==> src/hw/rtl/gbpf_pkg.sv <==
// ----------------------------------------------------------------------------
// gbpf_pkg
// Shared constants, command/status bundles and helpers for the grid path
// finder (controller and datapath).
// ----------------------------------------------------------------------------
package gbpf_pkg;

    // Grid and queue geometry
    localparam int GRID_W      = 8;
    localparam int GRID_H      = 8;
    localparam int QUEUE_DEPTH = 128;
    localparam int CELL_COUNT  = GRID_W * GRID_H;
    localparam int MAX_RESULTS = 63;

    // Port coordinate width and internal widths
    localparam int POS_W = 3;
    localparam int XW    = ($clog2(GRID_W) > POS_W) ? $clog2(GRID_W) : POS_W;
    localparam int YW    = ($clog2(GRID_H) > POS_W) ? $clog2(GRID_H) : POS_W;
    localparam int CW    = $clog2(CELL_COUNT);
    localparam int QW    = $clog2(QUEUE_DEPTH);
    localparam int NW    = $clog2(QUEUE_DEPTH + 1);
    localparam int KW    = $clog2(MAX_RESULTS + 1);

    // Read address select for the open and seen maps
    localparam logic [1:0] ADDR_SRC = 2'd0;
    localparam logic [1:0] ADDR_DST = 2'd1;
    localparam logic [1:0] ADDR_NB  = 2'd2;

    // Controller to datapath commands
    typedef struct packed {
        logic       take;       // input transaction accepted
        logic       clr;        // clear one seen entry, advance sweep
        logic [1:0] rd_sel;     // map read address select
        logic       src_cap;    // capture start square open bit
        logic       seed;       // mark start seen and queue it
        logic       pop;        // read queue head and advance
        logic       cur_load;   // load current square from queue
        logic       dir_next;   // advance neighbor direction
        logic       discover;   // mark neighbor seen, record parent, enqueue
        logic       tr_start;   // begin trace at the target
        logic       tr_emit;    // emit a path step and step back
        logic       emit_none;  // emit the not-found result
    } t_cmd;

    // Datapath to controller status
    typedef struct packed {
        logic clr_last;
        logic start_ok;
        logic q_empty;
        logic cur_is_dst;
        logic nb_on_grid;
        logic nb_free;
        logic dir_last;
        logic dst_seen;
        logic out_free;
        logic tr_last;
    } t_sts;

    // Linear cell index of a square
    function automatic logic [CW-1:0] cell_idx(input logic [XW-1:0] x,
                                               input logic [YW-1:0] y);
        logic [CW-1:0] xc;
        logic [CW-1:0] yc;
        xc = CW'(x);
        yc = CW'(y);
        return CW'(yc * CW'(GRID_W)) + xc;
    endfunction

endpackage

==> src/hw/rtl/gbpf_ctrl.sv <==
// ----------------------------------------------------------------------------
// gbpf_ctrl
// Sequencer for the path finder: takes input transactions, sweeps the seen
// map, runs the breadth-first search and the trace back, and issues one
// command set per cycle to the datapath.
// ----------------------------------------------------------------------------
module gbpf_ctrl (
    input  logic          i_clk,
    input  logic          i_rst_n,
    input  logic          i_in_valid,
    input  logic          i_action,
    output logic          o_in_stall,
    input  gbpf_pkg::t_sts i_sts,
    output gbpf_pkg::t_cmd o_cmd
);

    localparam logic [3:0] S_IDLE    = 4'd0;
    localparam logic [3:0] S_CLEAR   = 4'd1;
    localparam logic [3:0] S_RD_SRC  = 4'd2;
    localparam logic [3:0] S_RD_DST  = 4'd3;
    localparam logic [3:0] S_EVAL    = 4'd4;
    localparam logic [3:0] S_POP     = 4'd5;
    localparam logic [3:0] S_CUR     = 4'd6;
    localparam logic [3:0] S_NB      = 4'd7;
    localparam logic [3:0] S_NCHK    = 4'd8;
    localparam logic [3:0] S_TEST_RD = 4'd9;
    localparam logic [3:0] S_TEST    = 4'd10;
    localparam logic [3:0] S_TR_RD   = 4'd11;
    localparam logic [3:0] S_TR_OUT  = 4'd12;
    localparam logic [3:0] S_NONE    = 4'd13;

    logic [3:0] r_state;
    logic [3:0] n_state;

    // Decode next state and commands
    always_comb begin
        n_state    = r_state;
        o_cmd      = '0;
        o_in_stall = (r_state != S_IDLE);
        case (r_state)
            S_IDLE: begin
                if (i_in_valid) begin
                    o_cmd.take = 1'b1;
                    if (i_action) begin
                        n_state = S_CLEAR;
                    end
                end
            end
            S_CLEAR: begin
                o_cmd.clr = 1'b1;
                if (i_sts.clr_last) begin
                    n_state = S_RD_SRC;
                end
            end
            S_RD_SRC: begin
                o_cmd.rd_sel = gbpf_pkg::ADDR_SRC;
                n_state      = S_RD_DST;
            end
            S_RD_DST: begin
                o_cmd.rd_sel  = gbpf_pkg::ADDR_DST;
                o_cmd.src_cap = 1'b1;
                n_state       = S_EVAL;
            end
            S_EVAL: begin
                o_cmd.rd_sel = gbpf_pkg::ADDR_DST;
                if (i_sts.start_ok) begin
                    o_cmd.seed = 1'b1;
                    n_state    = S_POP;
                end else begin
                    n_state = S_NONE;
                end
            end
            S_POP: begin
                if (i_sts.q_empty) begin
                    n_state = S_TEST_RD;
                end else begin
                    o_cmd.pop = 1'b1;
                    n_state   = S_CUR;
                end
            end
            S_CUR: begin
                o_cmd.cur_load = 1'b1;
                n_state = i_sts.cur_is_dst ? S_TR_RD : S_NB;
            end
            S_NB: begin
                o_cmd.rd_sel = gbpf_pkg::ADDR_NB;
                if (i_sts.nb_on_grid) begin
                    n_state = S_NCHK;
                end else if (i_sts.dir_last) begin
                    n_state = S_POP;
                end else begin
                    o_cmd.dir_next = 1'b1;
                end
            end
            S_NCHK: begin
                o_cmd.rd_sel   = gbpf_pkg::ADDR_NB;
                o_cmd.discover = i_sts.nb_free;
                if (i_sts.dir_last) begin
                    n_state = S_POP;
                end else begin
                    o_cmd.dir_next = 1'b1;
                    n_state        = S_NB;
                end
            end
            S_TEST_RD: begin
                o_cmd.rd_sel = gbpf_pkg::ADDR_DST;
                n_state      = S_TEST;
            end
            S_TEST: begin
                o_cmd.rd_sel = gbpf_pkg::ADDR_DST;
                if (i_sts.dst_seen) begin
                    o_cmd.tr_start = 1'b1;
                    n_state        = S_TR_RD;
                end else begin
                    n_state = S_NONE;
                end
            end
            S_TR_RD: begin
                n_state = S_TR_OUT;
            end
            S_TR_OUT: begin
                if (i_sts.out_free) begin
                    o_cmd.tr_emit = 1'b1;
                    n_state = i_sts.tr_last ? S_IDLE : S_TR_RD;
                end
            end
            S_NONE: begin
                if (i_sts.out_free) begin
                    o_cmd.emit_none = 1'b1;
                    n_state         = S_IDLE;
                end
            end
            default: begin
                n_state = S_IDLE;
            end
        endcase
    end

    // Hold state
    always_ff @(posedge i_clk) begin
        if (!i_rst_n) begin
            r_state <= S_IDLE;
        end else begin
            r_state <= n_state;
        end
    end

    // A query always starts with the seen-map sweep
    a_query_clears: assert property (@(posedge i_clk) disable iff (!i_rst_n)
        (r_state == S_IDLE && i_in_valid && i_action) |=> (r_state == S_CLEAR))
        else $error("query did not start with the seen-map sweep");

    // The final path step returns the engine to idle
    a_last_idle: assert property (@(posedge i_clk) disable iff (!i_rst_n)
        (o_cmd.tr_emit && i_sts.tr_last) |=> (r_state == S_IDLE))
        else $error("engine busy after final path step");

    // A seed, issued only on a successful start check, leads to the queue pop
    a_seed_once: assert property (@(posedge i_clk) disable iff (!i_rst_n)
        o_cmd.seed |=> (r_state == S_POP))
        else $error("seed not followed by a queue pop");

endmodule

==> src/hw/rtl/gbpf_dpath.sv <==
// ----------------------------------------------------------------------------
// gbpf_dpath
// Datapath of the path finder: open map, seen map, parent directions, search
// queue, square registers and the result output register.
// ----------------------------------------------------------------------------
module gbpf_dpath (
    input  logic                            i_clk,
    input  logic                            i_rst_n,
    input  gbpf_pkg::t_cmd                  i_cmd,
    output gbpf_pkg::t_sts                  o_sts,
    input  logic                            i_action,
    input  logic [gbpf_pkg::POS_W-1:0]      i_pos_x,
    input  logic [gbpf_pkg::POS_W-1:0]      i_pos_y,
    input  logic                            i_open_square,
    input  logic [gbpf_pkg::POS_W-1:0]      i_goal_x,
    input  logic [gbpf_pkg::POS_W-1:0]      i_goal_y,
    output logic                            o_out_valid,
    input  logic                            i_out_stall,
    output logic [gbpf_pkg::POS_W-1:0]      o_step_x,
    output logic [gbpf_pkg::POS_W-1:0]      o_step_y,
    output logic                            o_found,
    output logic                            o_last
);

    localparam int XW = gbpf_pkg::XW;
    localparam int YW = gbpf_pkg::YW;
    localparam int CW = gbpf_pkg::CW;
    localparam int QW = gbpf_pkg::QW;
    localparam int NW = gbpf_pkg::NW;
    localparam int KW = gbpf_pkg::KW;
    localparam int NCELL = gbpf_pkg::CELL_COUNT;
    localparam int QDEPTH = gbpf_pkg::QUEUE_DEPTH;

    // Neighbor directions, in search order
    localparam logic [1:0] DIR_PX = 2'd0;
    localparam logic [1:0] DIR_NX = 2'd1;
    localparam logic [1:0] DIR_PY = 2'd2;
    localparam logic [1:0] DIR_NY = 2'd3;

    // Query and walk registers
    logic [XW-1:0] r_src_x, r_dst_x, r_cur_x;
    logic [YW-1:0] r_src_y, r_dst_y, r_cur_y;
    logic [1:0]    r_dir;
    logic [CW-1:0] r_clr_cnt;
    logic          r_src_open;
    logic [KW-1:0] r_k;

    // Queue pointers
    logic [QW-1:0] r_q_head;
    logic [QW-1:0] r_q_tail;
    logic [NW-1:0] r_q_count;

    // Memories and registered read data
    logic             r_open_mem [NCELL];
    logic [NCELL-1:0] r_open_vld;
    logic             r_open_rd;
    logic             r_seen_mem [NCELL];
    logic             r_seen_rd;
    logic [1:0]       r_par_mem [NCELL];
    logic [1:0]       r_par_rd;
    logic [XW+YW-1:0] r_q_mem [QDEPTH];
    logic [XW+YW-1:0] r_q_rd;

    // Output register
    logic          r_out_valid;
    logic [XW-1:0] r_out_x;
    logic [YW-1:0] r_out_y;
    logic          r_out_found;
    logic          r_out_last;

    logic [XW-1:0] nb_x;
    logic [YW-1:0] nb_y;
    logic          nb_on_grid;
    logic [XW-1:0] prev_x;
    logic [YW-1:0] prev_y;
    logic [CW-1:0] src_cell, dst_cell, cur_cell, nb_cell, rd_cell, wr_cell;
    logic [XW-1:0] in_x;
    logic [YW-1:0] in_y;
    logic          in_on_grid;
    logic          query_on_grid;
    logic          out_free;
    logic          q_full;
    logic          enq;

    // Neighbor square of the current square
    always_comb begin
        nb_x       = r_cur_x;
        nb_y       = r_cur_y;
        nb_on_grid = 1'b1;
        case (r_dir)
            DIR_PX: begin
                nb_x       = r_cur_x + XW'(1);
                nb_on_grid = (r_cur_x != XW'(gbpf_pkg::GRID_W - 1));
            end
            DIR_NX: begin
                nb_x       = r_cur_x - XW'(1);
                nb_on_grid = (r_cur_x != '0);
            end
            DIR_PY: begin
                nb_y       = r_cur_y + YW'(1);
                nb_on_grid = (r_cur_y != YW'(gbpf_pkg::GRID_H - 1));
            end
            default: begin
                nb_y       = r_cur_y - YW'(1);
                nb_on_grid = (r_cur_y != '0);
            end
        endcase
    end

    // Parent square of the current square, undoing its discovery step
    always_comb begin
        prev_x = r_cur_x;
        prev_y = r_cur_y;
        case (r_par_rd)
            DIR_PX:  prev_x = r_cur_x - XW'(1);
            DIR_NX:  prev_x = r_cur_x + XW'(1);
            DIR_PY:  prev_y = r_cur_y - YW'(1);
            default: prev_y = r_cur_y + YW'(1);
        endcase
    end

    // Cell indexes and map read address
    always_comb begin
        in_x          = XW'(i_pos_x);
        in_y          = YW'(i_pos_y);
        in_on_grid    = (32'(i_pos_x) < gbpf_pkg::GRID_W) &&
                        (32'(i_pos_y) < gbpf_pkg::GRID_H);
        wr_cell       = gbpf_pkg::cell_idx(in_x, in_y);
        src_cell      = gbpf_pkg::cell_idx(r_src_x, r_src_y);
        dst_cell      = gbpf_pkg::cell_idx(r_dst_x, r_dst_y);
        cur_cell      = gbpf_pkg::cell_idx(r_cur_x, r_cur_y);
        nb_cell       = gbpf_pkg::cell_idx(nb_x, nb_y);
        query_on_grid = (32'(r_src_x) < gbpf_pkg::GRID_W) &&
                        (32'(r_src_y) < gbpf_pkg::GRID_H) &&
                        (32'(r_dst_x) < gbpf_pkg::GRID_W) &&
                        (32'(r_dst_y) < gbpf_pkg::GRID_H);
        case (i_cmd.rd_sel)
            gbpf_pkg::ADDR_SRC: rd_cell = src_cell;
            gbpf_pkg::ADDR_DST: rd_cell = dst_cell;
            default:            rd_cell = nb_cell;
        endcase
        out_free = !r_out_valid || !i_out_stall;
        q_full   = (r_q_count == NW'(QDEPTH));
        enq      = i_cmd.discover && !q_full;
    end

    // Status to the controller
    always_comb begin
        o_sts.clr_last   = (r_clr_cnt == CW'(NCELL - 1));
        o_sts.start_ok   = query_on_grid && r_src_open && r_open_rd &&
                           (src_cell != dst_cell);
        o_sts.q_empty    = (r_q_count == '0);
        o_sts.cur_is_dst = (r_q_rd == {r_dst_y, r_dst_x});
        o_sts.nb_on_grid = nb_on_grid;
        o_sts.nb_free    = r_open_rd && !r_seen_rd;
        o_sts.dir_last   = (r_dir == DIR_NY);
        o_sts.dst_seen   = r_seen_rd;
        o_sts.out_free   = out_free;
        o_sts.tr_last    = ((prev_x == r_src_x) && (prev_y == r_src_y)) ||
                           (r_k == KW'(gbpf_pkg::MAX_RESULTS - 1));
    end

    // Open map: valid bits clear at reset, so unwritten squares read blocked
    always_ff @(posedge i_clk) begin
        if (!i_rst_n) begin
            r_open_vld <= '0;
        end else if (i_cmd.take && !i_action && in_on_grid) begin
            r_open_vld[wr_cell] <= 1'b1;
        end
    end

    always_ff @(posedge i_clk) begin
        if (i_cmd.take && !i_action && in_on_grid) begin
            r_open_mem[wr_cell] <= i_open_square;
        end
        r_open_rd <= r_open_vld[rd_cell] && r_open_mem[rd_cell];
    end

    // Seen map: swept clear at each query, set on seed and discovery
    always_ff @(posedge i_clk) begin
        if (i_cmd.clr) begin
            r_seen_mem[r_clr_cnt] <= 1'b0;
        end else if (i_cmd.seed) begin
            r_seen_mem[src_cell] <= 1'b1;
        end else if (i_cmd.discover) begin
            r_seen_mem[nb_cell] <= 1'b1;
        end
        r_seen_rd <= r_seen_mem[rd_cell];
    end

    // Parent directions, read at the current square
    always_ff @(posedge i_clk) begin
        if (i_cmd.discover) begin
            r_par_mem[nb_cell] <= r_dir;
        end
        r_par_rd <= r_par_mem[cur_cell];
    end

    // Search queue storage, read at the head
    always_ff @(posedge i_clk) begin
        if (i_cmd.seed) begin
            r_q_mem[r_q_tail] <= {r_src_y, r_src_x};
        end else if (enq) begin
            r_q_mem[r_q_tail] <= {nb_y, nb_x};
        end
        r_q_rd <= r_q_mem[r_q_head];
    end

    // Queue pointers
    always_ff @(posedge i_clk) begin
        if (!i_rst_n) begin
            r_q_head  <= '0;
            r_q_tail  <= '0;
            r_q_count <= '0;
        end else if (i_cmd.take) begin
            r_q_head  <= '0;
            r_q_tail  <= '0;
            r_q_count <= '0;
        end else if (i_cmd.seed) begin
            r_q_tail  <= (r_q_tail == QW'(QDEPTH - 1)) ? '0 : r_q_tail + QW'(1);
            r_q_count <= NW'(1);
        end else if (i_cmd.pop) begin
            r_q_head  <= (r_q_head == QW'(QDEPTH - 1)) ? '0 : r_q_head + QW'(1);
            r_q_count <= r_q_count - NW'(1);
        end else if (enq) begin
            r_q_tail  <= (r_q_tail == QW'(QDEPTH - 1)) ? '0 : r_q_tail + QW'(1);
            r_q_count <= r_q_count + NW'(1);
        end
    end

    // Query, sweep and walk registers
    always_ff @(posedge i_clk) begin
        if (i_cmd.take) begin
            r_src_x   <= in_x;
            r_src_y   <= in_y;
            r_dst_x   <= XW'(i_goal_x);
            r_dst_y   <= YW'(i_goal_y);
            r_clr_cnt <= '0;
        end else if (i_cmd.clr) begin
            r_clr_cnt <= r_clr_cnt + CW'(1);
        end
        if (i_cmd.src_cap) begin
            r_src_open <= r_open_rd;
        end
        if (i_cmd.cur_load) begin
            r_cur_x <= r_q_rd[XW-1:0];
            r_cur_y <= r_q_rd[XW+YW-1:XW];
            r_dir   <= DIR_PX;
            r_k     <= '0;
        end else if (i_cmd.tr_start) begin
            r_cur_x <= r_dst_x;
            r_cur_y <= r_dst_y;
            r_k     <= '0;
        end else if (i_cmd.tr_emit) begin
            r_cur_x <= prev_x;
            r_cur_y <= prev_y;
            r_k     <= r_k + KW'(1);
        end else if (i_cmd.dir_next) begin
            r_dir <= r_dir + 2'd1;
        end
    end

    // Output register: load on emit, drop once taken
    always_ff @(posedge i_clk) begin
        if (!i_rst_n) begin
            r_out_valid <= 1'b0;
        end else if (i_cmd.tr_emit || i_cmd.emit_none) begin
            r_out_valid <= 1'b1;
        end else if (!i_out_stall) begin
            r_out_valid <= 1'b0;
        end
    end

    always_ff @(posedge i_clk) begin
        if (i_cmd.tr_emit) begin
            r_out_x     <= r_cur_x;
            r_out_y     <= r_cur_y;
            r_out_found <= 1'b1;
            r_out_last  <= o_sts.tr_last;
        end else if (i_cmd.emit_none) begin
            r_out_x     <= '0;
            r_out_y     <= '0;
            r_out_found <= 1'b0;
            r_out_last  <= 1'b1;
        end
    end

    assign o_out_valid = r_out_valid;
    assign o_step_x    = r_out_x[gbpf_pkg::POS_W-1:0];
    assign o_step_y    = r_out_y[gbpf_pkg::POS_W-1:0];
    assign o_found     = r_out_found;
    assign o_last      = r_out_last;

    // Queue fill never exceeds its depth
    a_q_bound: assert property (@(posedge i_clk) disable iff (!i_rst_n)
        32'(r_q_count) <= QDEPTH)
        else $error("search queue count beyond depth");

    // No pop from an empty queue
    a_pop_nonempty: assert property (@(posedge i_clk) disable iff (!i_rst_n)
        i_cmd.pop |-> (r_q_count != '0))
        else $error("pop from empty search queue");

    // A result never overwrites one that is still waiting
    a_no_overrun: assert property (@(posedge i_clk) disable iff (!i_rst_n)
        (i_cmd.tr_emit || i_cmd.emit_none) |-> !(r_out_valid && i_out_stall))
        else $error("result register overrun");

    // Discovery only for an on-grid neighbor
    a_disc_grid: assert property (@(posedge i_clk) disable iff (!i_rst_n)
        i_cmd.discover |-> nb_on_grid)
        else $error("discovery of an off-grid square");

endmodule

==> src/hw/rtl/grid_bfs_path_finder.sv <==
// ----------------------------------------------------------------------------
// grid_bfs_path_finder
// Lee-style shortest path finder on an 8x8 map of open and blocked squares:
// write transactions edit the map, query transactions return the path from
// the target back toward the start.
// ----------------------------------------------------------------------------
//  Channel   Direction  Handshake                 Payload
//  in        to block   i_in_valid / o_in_stall   action, pos_x/y, open_square,
//                                                 goal_x/y
//  out       from block o_out_valid / i_out_stall step_x/y, found, last
//
//  A query runs the seen-map sweep and the start checks, then a pop and
//  neighbor checks per queued square on the single-port maps, then one
//  parent read per path step. Reset is synchronous; the open map reads
//  all blocked right after reset. o_in_stall is high for the whole of a
//  query; i_out_stall holds the engine at the pending path step.
// ----------------------------------------------------------------------------
module grid_bfs_path_finder (
    input  logic                       i_clk,
    input  logic                       i_rst_n,
    input  logic                       i_in_valid,
    output logic                       o_in_stall,
    input  logic                       i_action,
    input  logic [gbpf_pkg::POS_W-1:0] i_pos_x,
    input  logic [gbpf_pkg::POS_W-1:0] i_pos_y,
    input  logic                       i_open_square,
    input  logic [gbpf_pkg::POS_W-1:0] i_goal_x,
    input  logic [gbpf_pkg::POS_W-1:0] i_goal_y,
    output logic                       o_out_valid,
    input  logic                       i_out_stall,
    output logic [gbpf_pkg::POS_W-1:0] o_step_x,
    output logic [gbpf_pkg::POS_W-1:0] o_step_y,
    output logic                       o_found,
    output logic                       o_last
);

    gbpf_pkg::t_cmd cmd;
    gbpf_pkg::t_sts sts;

    // Sequencer
    gbpf_ctrl u_ctrl (
        .i_clk      (i_clk),
        .i_rst_n    (i_rst_n),
        .i_in_valid (i_in_valid),
        .i_action   (i_action),
        .o_in_stall (o_in_stall),
        .i_sts      (sts),
        .o_cmd      (cmd)
    );

    // Maps, queue and result register
    gbpf_dpath u_dpath (
        .i_clk         (i_clk),
        .i_rst_n       (i_rst_n),
        .i_cmd         (cmd),
        .o_sts         (sts),
        .i_action      (i_action),
        .i_pos_x       (i_pos_x),
        .i_pos_y       (i_pos_y),
        .i_open_square (i_open_square),
        .i_goal_x      (i_goal_x),
        .i_goal_y      (i_goal_y),
        .o_out_valid   (o_out_valid),
        .i_out_stall   (i_out_stall),
        .o_step_x      (o_step_x),
        .o_step_y      (o_step_y),
        .o_found       (o_found),
        .o_last        (o_last)
    );

endmodule

==> config.mk <==
export PLATFORM = sky130hd
export DESIGN_NAME = grid_bfs_path_finder
export DESIGN_NICKNAME = d
export VERILOG_FILES = /design/src/hw/rtl/gbpf_pkg.sv /design/src/hw/rtl/gbpf_ctrl.sv /design/src/hw/rtl/gbpf_dpath.sv /design/src/hw/rtl/grid_bfs_path_finder.sv
export SDC_FILE = /design/constraint.sdc
export NUM_CORES = 2
export LEC_CHECK = 0
export BUFFER_PORTS_ARGS = -buffer_cell sky130_fd_sc_hd__buf_4
export CAP_MARGIN = 20
export CORE_ASPECT_RATIO = 1.75
export CORE_MARGIN = 3
export CORE_UTILIZATION = 63
export DETAILED_ROUTE_END_ITERATION = 7
export GPL_TIMING_DRIVEN = 0
export PLACE_DENSITY_LB_ADDON = 0.1
export SETUP_SLACK_MARGIN = 0.4
export SYNTH_ARGS = -nofsm -noshare
export SYNTH_HDL_FRONTEND = slang
export SYNTH_HIERARCHICAL = 1
export SYNTH_SLANG_ARGS = --single-unit
export TNS_END_PERCENT = 10
==> constraint.sdc <==
create_clock -name i_clk -period 8.75 [get_ports i_clk]
set_clock_uncertainty 0.15 [all_clocks]
set_input_delay 0.875 -clock i_clk [delete_from_list [all_inputs] [get_ports i_clk]]
set_output_delay 0.875 -clock i_clk [all_outputs]
set_load 0.03 [all_outputs]
Word-level counts from Yosys, hierarchy flattened
Memories as Yosys holds them, arrays and structs flattened. A register that Yosys moved wholly into a read port is not among the register bits. Cells that the tools add are included. W data, S select, Z words.

Register bits after elaboration: 133. Bits in writable memories: 1024. Input port bits: 18. Output and inout port bits: 10. Memories kept: 4.

Add/sub/neg operators: 16. Order comparisons: 3. Equality and inequality tests: 38. Muxes and demuxes: 87. Bitwise operators: 6. Reductions and logical operators: 42.

Memory list: u_dpath.r_q_mem (depth 128, bits a word 6, rd ports 1, clocked after memory_dff 1, wr ports 1, RTL line gbpf_dpath.sv:61) `logic [XW+YW-1:0] r_q_mem [QDEPTH];`; u_dpath.r_par_mem (depth 64, bits a word 2, rd ports 1, clocked after memory_dff 1, wr ports 1, RTL line gbpf_dpath.sv:59) `logic [1:0] r_par_mem [NCELL];`; u_dpath.r_open_mem (depth 64, bits a word 1, rd ports 1, clocked after memory_dff 0, wr ports 1, RTL line gbpf_dpath.sv:54) `logic r_open_mem [NCELL];`; u_dpath.r_seen_mem (depth 64, bits a word 1, rd ports 1, clocked after memory_dff 1, wr ports 1, RTL line gbpf_dpath.sv:57) `logic r_seen_mem [NCELL];`.

Operator list (count): $or A64 B64 Y64 (1); $pmux W4 S14 (1); $mux W1 (44); $mux W4 (11); $mux W7 (5); $add A6 B3 Y6 (5); $mux W3 (10); $eq A4 B4 Y1 const B (6); $pmux W3 S2 (4); $mux W6 (3); $eq A4 B3 Y1 const B (4); $mux W8 (2); $add A7 B1 Y7 const B (2); $eq A7 B7 Y1 const B (2); $lt A6 B7 Y1 const B (2); $add A6 B1 Y6 const B (2); $eq A6 B6 Y1 const B (2); $pmux W6 S2 (1); $reduce_bool A3 Y1 (4); $reduce_or A2 Y1 (5); $add A8 B1 Y8 const B (1); $eq A4 B2 Y1 const B (2); $eq A8 B8 Y1 const B (1); $logic_and A1 B1 Y1 (8); 36 further kinds (64).

Logic depth before layout (Yosys ltp)
Word-level depth: 11. Depth in mapped cells: 17.

Hierarchy
The synthesis kept the hierarchy.

Modules (own cells, without submodules): gbpf_dpath (instances 1, cells each 2670, area an instance 46818.7 um^2, seq. area each 33772.4 um^2); gbpf_ctrl (instances 1, cells each 89, area an instance 605.6 um^2, seq. area each 80.1 um^2).

Least setup slack after synthesis
No wires, ideal clock.

Path type: flip-flop to flip-flop. Start point: register u_dpath.r_dir[1]. End point: memory u_dpath/r_q_mem[0][1] (netlist name), data pin. Arrival time: 5.554 ns. Data required time: 7.709 ns. Setup slack: 2.155 ns. Stages on the path, launching flop included: 7. Period minus slack after synthesis: 6.595 ns. Path through: dfxtp_1 inv_1 ha_1 buf_2 nor3b_1 a21oi_1 a21oi_1.

Cells in the longest elaborated chain, start to end: 3.

Ends and longest elaborated chain: from (decl) (RTL line gbpf_dpath.sv:43) `logic [1:0] r_dir;`; from (signal assigned) (RTL line gbpf_dpath.sv:259) `r_dir <= r_dir + 2'd1;`; $eq A2 B1 Y1 / $logic_not A2 Y1 (equally long branches) (RTL line gbpf_dpath.sv:90) `case (r_dir)`; $pmux W3 S2 (*) (RTL line gbpf_dpath.sv:90); $mux W6 (no source line) (*); to (decl) (RTL line gbpf_dpath.sv:61).

Every way passes the cells marked *; elsewhere a longest branch is shown, timed or not.

Final worst setup path
Start point: register u_dpath.r_cur_x[0]. End point: register u_dpath.r_open_rd.

Cells in the longest elaborated chain, start to end: 7.

Ends and longest elaborated chain: from (decl) (RTL line gbpf_dpath.sv:41) `logic [XW-1:0] r_src_x, r_dst_x, r_cur_x;`; from (signal assigned) (RTL line gbpf_dpath.sv:246) `r_cur_x <= r_q_rd[XW-1:0];`; from (signal assigned) (RTL line gbpf_dpath.sv:251) `r_cur_x <= r_dst_x;`; from (signal assigned) (RTL line gbpf_dpath.sv:255) `r_cur_x <= prev_x;`; $sub A3 B1 Y3 / $add A3 B1 Y3 (equally long branches) (RTL line gbpf_dpath.sv:96, gbpf_dpath.sv:92); $pmux W3 S2 (*) (RTL line gbpf_dpath.sv:90); $add A6 B3 Y6 (*) (RTL line gbpf_pkg.sv:66) `return CW'(yc * CW'(GRID_W)) + xc;`; $pmux W6 S2 (*) (RTL line gbpf_dpath.sv:137) `case (i_cmd.rd_sel)`; $bmux W1 S6 (RTL line gbpf_dpath.sv:176) `r_open_rd <= r_open_vld[rd_cell] && r_open_mem[rd_cell];`; $mux W1 (implied by the code) (RTL line gbpf_dpath.sv:176); $logic_and A1 B1 Y1 (*) (RTL line gbpf_dpath.sv:176); to (signal assigned) (RTL line gbpf_dpath.sv:176); to (decl) (RTL line gbpf_dpath.sv:56) `logic r_open_rd;`.

Every way passes the cells marked *; elsewhere a longest branch is shown, timed or not. The select of a mux whose other input is x is not followed. A chain may end at the register's enable or synchronous reset.

==> flow_summary.yaml <==
outcome:
  outcome: "completed"
worst_setup_path:
  crit_type: "flop to flop"
  critPathBufInv: 5
  start_kind: "flop"
  crit_chain: "buf_4, buf_2, clkbuf_1, inv_1, ha_1, a21o_1, a21oi_1, o21ai_1, buf_2, a2111oi_0, a31oi_1, and4_1, nor4_1"
  cp.arrival_ns: 6.19
  required_ns: 9.12
  end_kind: "flop"
  slowest_stage: "clkbuf_1"
  slowest_delay_ns: 0.75
  worstPathMaxFanout: 10
  path_delay_family: "compound AO/OA/AOI/OAI gates"
  crit_path_frequent_cell: "buf_2"
die:
  dieArea_um2: 78700
  core_um2: 74300
  initial_core_util: 0.638
  die_y_um: 369
  die_w_um: 213
  ioPinCount: 28
  rows: 132
pwr:
  netSwitchingFraction: 0.265
  finalPower_w: 0.0131
  switching_power_w: 0.00347
  intPower_w: 0.00963
  powerDensity_nw_per_um2: 249
  clockPowerShare: 0.348
  peakVddDrop_v: 0.000275
  leakagePower_nw: 16.3
  power_frac_seq: 0.502
  power_frac_comb: 0.151
sta:
  slew_headroom: 0.184
  worst_slew_pin_slew_ns: 1.21
  max_freq_ghz: 0.172
  timing.hold.ws_ns: 0.220
  fin_crit_ns: 5.82
  hold_viol: 0
  slew_viol_final: 0
  fin_tns_setup_ns: 0
  rsz0062_at_grt: "false"
  setup_viol: 0
  final.period_utilization: 0.665
clock_network:
  clock-sinks: 1166
  cts_tree: "yes"
  clk_latency_ns: 0.70
  post_cts_buffers: 0
  cts.clk_slew.worst_paths_ns: 0.07
  ctsHoldBuffers: 0
  root_buffer: "clkbuf_16"
  numCtsBuffers: 98
  htreeDepth: 3
  ctsLongestPathBuffers: 3
  cts_resized: 0
flow_run:
  max-cap-violations: 0
detailed_routing:
  vias: 25846
  viasPerCell: 6.59
  drc: 0
  drtPass1Iterations: 8
  drt-total-wl_um: 113000
  drtIter0Drc: 2816
  wire_per_inst_um: 28.9
  antenna_left: 0
synthesis:
  syn-cell-area_um2: 47400
  ys_async_sr_fraction: 0
  ys_seq_elements: 1166
  ys_warn_count: 6
  postSynthCellCount: 2759
  synth_edf_count: 1050
  synthesis.nets: 2800
  synth.avg_cell_area_um2: 17.2
  yosysSeqAreaShare: 0.714
  synth_ff_type: "edfxtp_1"
  synth_cell_types: 74
global_route:
  grt.overflow.total: 0
  grt_pass1_vias: 27113
  antenna_found_initial: 0
  grt_pass1_wl_um: 169000
  grt_use_total: 0.296
  grt_max_degree: 81
cells_and_area:
  mostFrequentLayoutCells: "edfxtp_1, nor2_1, mux4_2"
  antenna_cells: 0
  finalNetCount: 2943
  synthToLayoutAreaGrowth_pct: 10.8
  final_cells: 3922
  drive_gt1_frac: 0.183
  final_common_cell: "edfxtp_1"
placement:
  hpwl_um: 78400
  numPortBuffers: 27
  gp_congestion: 0.908
  placedCellCount: 3737
worst_hold_path:
  worstHoldPathType: "primary input to flop"
-- flip-flops by register name, indices dropped and copies added, names as in the netlist, 4 cells and up --
| name | cells |
|---|---|
| u_dpath/r_q_tail | 7 |
| u_dpath/r_clr_cnt | 6 |
| u_dpath/r_par_mem | 128 |
| u_dpath/r_q_rd | 6 |
| u_dpath/r_seen_mem | 64 |
| u_dpath/r_open_mem | 64 |
| u_dpath/r_q_head | 7 |
| u_ctrl/r_state | 4 |
| u_dpath/r_k | 6 |
| u_dpath/r_open_vld | 64 |
| u_dpath/r_q_mem | 768 |
| u_dpath/r_q_count | 8 |
-- worst paths after layout --
check	startpoint	endpoint	slack, ns	cells after the start
worst min-delay path	i_goal_y[0]	u_dpath/r_dst_y[0]$_DFFE_PP_	0.22	1
worst max register to register	u_dpath/r_cur_x[0]$_DFFE_PP_	u_dpath/r_open_rd$_DFF_P_	2.93	13
worst min register to register	u_dpath/r_open_vld[11]$_SDFFE_PN0P_	u_dpath/r_open_vld[11]$_SDFFE_PN0P_	0.31	1
worst max-delay path	u_dpath/r_cur_x[0]$_DFFE_PP_	u_dpath/r_open_rd$_DFF_P_	2.93	13
-- metal layers --
| metal | GRT usage | vias to the layer above | share of wire |
|---|---|---|---|
| met5 | 0 | - | 0 |
| met4 | 0.170 | 0 | 0.065 |
| met3 | 0.0389 | 312 | 0.050 |
| met2 | 0.542 | 1048 | 0.55 |
| met1 | 0.326 | 13290 | 0.33 |
| li1 | - | 11196 | - |
-- cells in the mapped netlist, types with 15 or more instances --
library cell,number,area share
xor2_1,25,0.0046
nand2_1,104,0.0082
o21a_1,70,0.011
buf_4,15,0.0024
xnor2_1,25,0.0046
nor2_1,410,0.032
mux2_2,16,0.0038
nand3_1,54,0.0057
a211oi_1,37,0.0059
a21oi_1,48,0.0051
mux4_2,270,0.13
o221ai_1,16,0.0030
o21ai_0,27,0.0028
mux2i_1,63,0.013
edfxtp_1,1050,0.66
nor2b_1,24,0.0032
and3_1,24,0.0032
and2_1,19,0.0025
clkbuf_1,81,0.0064
buf_1,20,0.0016
inv_1,25,0.0020
ha_1,22,0.0058
dfxtp_1,116,0.049
buf_2,27,0.0028
-- kinds of logic after synthesis --
| logic type | synth area share |
|---|---|
| AO/OA/AOI/OAI | 0.0440 |
| flip-flops | 0.714 |
| buffers and inverters | 0.0155 |
| AND/OR/NAND/NOR | 0.0659 |
| adder cells (fa/ha/maj) | 0.00623 |
| multiplexers | 0.145 |
| XOR/XNOR | 0.00923 |
-- stage by stage --
step	setup slack, ns	area, um^2	util
finish	2.93	52500	0.707
CTS	2.96	52500	0.706
global placement	-2.74	48800	0.657
global route	2.78	52500	0.707
floorplan	2.15	47400	-
detailed placement	2.99	49100	0.661
-- power by group through the flow --
stage / Clock, W / Sequential [W] / Combinational [W]
floorplan: 0 / 0.00672 / 0.00111
global placement: 0 / 0.00681 / 0.00174
detailed placement: 0 / 0.00669 / 0.00196
CTS: 0.00463 / 0.00657 / 0.00197
global route: 0.00484 / 0.00658 / 0.00212
finish: 0.00456 / 0.00657 / 0.00198
-- area by class of cell --
class                   count  area [um^2]
inverters                  26         97.6
flip-flops and latches   1166        33900
clock inverters            62          734
repair buffers             43          536
well taps                 938         1170
fillers                  4641        21800
clock buffers             120         2640
plain buffers             144          638
multi-input cells        1423        12900
-- worst register-to-register path, stage by stage (launching register included) --
cell	delay [ns]
edfxtp_1	0.35
buf_4	0.22
buf_2	0.37
clkbuf_1	0.76
inv_1	0.27
ha_1	0.41
a21o_1	0.20
a21oi_1	0.57
o21ai_1	0.47
buf_2	0.36
a2111oi_0	0.66
a31oi_1	0.07
and4_1	0.24
nor4_1	0.56
Power figures use the tool's default switching activity.
